===== src/prat_ram.sv =====
// generic single-port-write, single-port-read ram with registered read
// no dependencies
module prat_ram #(
	parameter int WIDTH = 8,
	parameter int DEPTH = 64
) (
	input  logic                                   clk,
	input  logic                                   we,
	input  logic [(DEPTH > 1 ? $clog2(DEPTH) : 1)-1:0] waddr,
	input  logic [WIDTH-1:0]                       wdata,
	input  logic [(DEPTH > 1 ? $clog2(DEPTH) : 1)-1:0] raddr,
	output logic [WIDTH-1:0]                       rdata
);

	logic [WIDTH-1:0] mem_q [DEPTH];

	always_ff @(posedge clk) begin
		if (we) begin
			mem_q[waddr] <= wdata;
		end
		rdata <= mem_q[raddr];
	end

endmodule


===== config.mk =====
export PLATFORM = sky130hd
export DESIGN_NAME = prat_ram
export DESIGN_NICKNAME = d
export VERILOG_FILES = /design/src/prat_ram.sv
export SDC_FILE = /design/constraint.sdc
export NUM_CORES = 1
export LEC_CHECK = 0
export BUFFER_PORTS_ARGS = -buffer_cell sky130_fd_sc_hd__buf_4
export CAP_MARGIN = 40
export CORE_UTILIZATION = 50
export CTS_CLUSTER_SIZE = 8
export DETAILED_ROUTE_END_ITERATION = 10
export GPL_ROUTABILITY_DRIVEN = 0
export PLACE_DENSITY = 0.66
export RECOVER_POWER = 100
export SLEW_MARGIN = 25
export SYNTH_ARGS = -nofsm -noshare
export SYNTH_HDL_FRONTEND = slang
export SYNTH_SLANG_ARGS = --single-unit

===== constraint.sdc =====
create_clock -name clk -period 3.2 [get_ports clk]
set_clock_uncertainty 0.15 [all_clocks]
set_input_delay 0.64 -clock clk [delete_from_list [all_inputs] [get_ports clk]]
set_output_delay 0.64 -clock clk [all_outputs]
set_load 0.1 [all_outputs]

# Yosys cells after proc, flatten, opt, wreduce, memory -nomap -nowiden
# Memory sizes are Yosys's and may differ from the RTL's. A register that Yosys moved wholly into a read port is not among the register bits.
# Cells that the tools add are included.
word_totals:
  regBits: 0
  latch_bits: 0
  mem_bits_rw: 512
  romBits: 0
  mem_count: 1
classes:
  add_sub_neg: 0
  n_mul: 0
  n_div: 0
  order_cmp: 0
  eq_ne: 0
  n_shift: 0
  muxes: 2
  bitwise: 0
  n_reduce_logical: 0
memory_table:
  columns: ["memory", "words", "word_bits", "rd", "rd_clocked_by_memory_dff", "wr", "line_no", "rtl"]
  rows:
  - ["mem_q", 64, 8, 1, 1, 1, "15", "logic [WIDTH-1:0] mem_q [DEPTH];"]
op_table:
  columns: ["cell", "count"]
  rows:
  - ["1-bit 2-to-1 mux", 2]

# Logic depth before layout (Yosys ltp)
depth:
  word_depth: 2
  mapped_depth: 9

# Worst setup path after synthesis
# No wires, ideal clock.
synth_timing:
  kind: "input to register"
  startpoint: "in raddr[1] in the netlist's numbering"
  endpoint: "reg rdata[3] (read register of mem_q)"
  t_arrival_ps: 2180
  required_time_ps: 2922
  path_slack_ps: 742
  stages: 7
  n_path_buf: 3
  cell_sequence: "buf_4 -> buf_2 -> buf_2 -> mux4_2 -> mux4_2 -> o21ai_1 -> o41ai_1"
synth_rtl:
  columns: ["item", "line_no", "rtl"]
  rows:
  - ["from (decl)", "11", "input logic [(DEPTH > 1 ? $clog2(DEPTH) : 1)-1:0] raddr,"]
  - ["to (decl)", "12", "output logic [WIDTH-1:0] rdata"]

==> impl_metrics.py <==
metrics = {
    "worst_setup_path": {
        "worst_stage_delay_on_the_critical_path_ps": 590,
        "startpoint_type": "input port",
        "critPathCaptureType": "flop",
        "timing_worst_setup_path_type": "input port to flop",
        "worstPathMaxFanout": 24,
        "worst_ep_required_time_ps": 3490,
        "path_delay_family": "buffers and inverters",
        "timing.critical_path.slowest_stage_cell": "sky130_fd_sc_hd__clkbuf_2",
        "critPathArrivalTime_ps": 3030,
        "crit_chain": "buf_4 -> clkbuf_2 -> mux4_2 -> mux2_1 -> a221oi_1 -> o2bb2ai_1",
        "worstPathBufferInverterCount": 2,
    },
    "global_route": {
        "antenna_violations_before_repair": 0,
        "grt_max_degree": 65,
        "grt_overflow": 0,
        "first_global_vias": 10100,
        "gr-usage-all-layers_pct": 22.21,
        "grt_pass1_wl_mm": 65.96,
    },
    "synthesis": {
        "yosys.cell_types.count": 40,
        "mappedNetlistNets": 962,
        "ys_seq_area_share_pct": 77.03,
        "synth-async-reset-ratio_pct": 0,
        "yosys_warnings": 0,
        "netlist_area_mm2": 0.02017,
        "synthesis.instances": 940,
        "ys_dominant_reg_cell": "sky130_fd_sc_hd__edfxtp_1",
        "yosys_register_bits": 520,
        "postSynthAreaPerCell_um2": 21.45,
        "synth-edff-count": 512,
    },
    "routing": {
        "maxUsedRoutingLayer": "met4",
        "drt-total-wl_mm": 43.71,
        "wl_met1_mm": 18.87,
        "detailed_routed_wire_length_on_met2_mm": 21.10,
        "num_vias": 9825,
        "routed_via_density": 6.028,
        "first_iter_violations": 928,
        "detailroute.wirelength.met3_mm": 2.751,
        "drc": 0,
        "ant_nets": 0,
        "drt-wirelength-per-cell_um": 26.82,
        "first_pass_iters": 5,
    },
    "power": {
        "vdd_ir_drop_max_mv": 0.4318,
        "static-leakage-power_uw": 0.007257,
        "p_per_area_mw_per_mm2": 660.4,
        "net-switching-power_uw": 3125,
        "power_frac_clock_pct": 45.3,
        "cell_internal_power_uw": 12210,
        "power.share.switching_pct": 20.38,
        "share_seq_of_total_power_pct": 49.5,
        "power.combinational.fraction_pct": 5.1,
    },
    "clock_tree": {
        "cts_root_buffer": "sky130_fd_sc_hd__clkbuf_16",
        "hold_bufs_inserted_after_cts": 0,
        "path_clk_slew_ps": 50,
        "cts_sink_count": 520,
        "clockBufferDepth": 3,
        "cts_post_setup_buffers_inserted": 0,
        "cts_max_level": 3,
        "cts_inserted_buffers": 74,
        "cts_tree": "yes",
        "cts_resized": 0,
        "worst_skew_pair.late_latency_ps": 570,
    },
    "layout": {
        "antenna_cells_inserted": 0,
        "area.growth.synth_to_final_pct": 15.13,
        "fin_nets": 1104,
        "final_core_util_pct": 58.44,
        "final_common_cell": "sky130_fd_sc_hd__edfxtp_1",
        "area_of_all_placed_cells_without_fillers_mm2": 0.02322,
        "layout.cells.most_common_list": "sky130_fd_sc_hd__edfxtp_1 (512), sky130_fd_sc_hd__mux4_2 (126), sky130_fd_sc_hd__clkbuf_1 (97)",
        "drive_gt1_share_pct": 23.44,
        "final-instance-count-excl-fill": 1630,
    },
    "sta": {
        "worst_slew_margin_rel_pct": 4.108,
        "finalWorstPathRequiredPeriod_ps": 2743,
        "final_ws_setup_ps": 456.7,
        "layout_worst_path_cycle_share_pct": 85.73,
        "achievable-frequency_mhz": 364.5,
        "drv_slew": 0,
        "report.final.setup_viol": 0,
        "fin_setup_tns_ps": 0,
        "report.final.hold_viol_count": 0,
        "slew_at_the_pin_with_the_worst_max_slew_slack_ps": 1438,
        "grt_setup_unrepaired": "false",
    },
    "placed_design": {
        "detailed_place.area_mm2": 0.02148,
        "dp.cells": 1531,
        "post-dp-hpwl_mm": 26.57,
        "portBuffers": 29,
        "post-place-ws_ps": 135.2,
    },
    "hold_path": {
        "min-delay-path-class": "input port to flop",
    },
    "floorplan": {
        "design.die.area_mm2": 0.04114,
        "floorplan.io_pins": 30,
        "die_width_um": 202.8,
        "placementRows": 73,
        "chipHeight_um": 202.8,
        "core_area_mm2": 0.03973,
        "initial_core_util_pct": 50.76,
    },
    "flow_run": {
        "max_cap_viol_count": 0,
    },
    "status": {
        "outcome": "finished, final reports clean",
    },
}
metal layers:
| metal | up-vias | global-route usage, % |
|---|---|---|
| met3 | 68 | 3.403 |
| met2 | 370 | 34.37 |
| met5 | - | 0 |
| met4 | 0 | 7.277 |
| li1 | 4193 | - |
| met1 | 5194 | 32.74 |
synth_stat cells (all sizes together) (2+ instances only):
master   count  area, µm²
o2111ai      3      26.28
buf         34      252.7
a22oi        3      22.52
o21a         2      15.01
a2111oi      2      17.52
nand2b       7      43.79
nand4        2      12.51
o22ai        8      50.05
nand3b       3      22.52
o32ai        2      17.52
o41ai        2      17.52
nor2b       14      87.58
mux4       126       2838
o221a        2      22.52
a221oi       6      52.55
mux2i       23      230.2
o2bb2ai      3      26.28
nand3       13      65.06
mux2        13      146.4
dfxtp        8      160.2
clkbuf      17      63.81
o21ai        4      20.02
nor2        83      311.6
a211oi       4      30.03
edfxtp     512      15370
nor4         2      12.51
nand2       19      71.32
a21oi        3      15.01
o221ai       8      70.07
nor3         7      35.03
through the flow:
stage	power (µW)	hold slack (ps)
3_3_place_gp	8510	666.3
6_report	15330	266.8
5_1_grt	15770	270.6
3_5_place_dp	8527	677.9
2_1_floorplan	8193	568.3
4_1_cts	15470	243.7
kinds of logic (layout without fill, tap and decap cells):
family          count (synthesis)  in the layout  share of synthesized area [%]
flops                         520            520                          77.03
mux                           162            162                          15.94
simple gates                  153            153                          3.387
compound gates                 54             54                          2.072
buf+inv                        51            216                          1.570
final timing paths:
path                start        to  slack (ps)  cells after the start
max              raddr[2]  rdata[0]         460                      6
min              raddr[5]  rdata[5]         270                      2
max reg2reg  mem_q[29][4]  rdata[4]         940                      6
min reg2reg  mem_q[26][4]  rdata[4]         700                      3
power by group through the flow:
stage	clock network (µW)	registers, µW	logic (µW)
after global placement	0	7710	801
after CTS	7070	7590	819
after detailed placement	0	7710	816
after global routing	7340	7590	836
final	6950	7590	788
after floorplan	0	7790	402
sequential cells by signal, summed over array words and instances (netlist names):
register,cells
rdata,8
mem_q,512
layout make-up:
cell class	count	area, µm²
timing repair buffer	117	654.4
clock inverter	1	8.758
multi-input combinational	369	4315
clock buffer	98	2048
sequential	520	15530
fill	2906	16510
tap	525	656.9
Note: power is estimated with default switching activity, not from simulation.
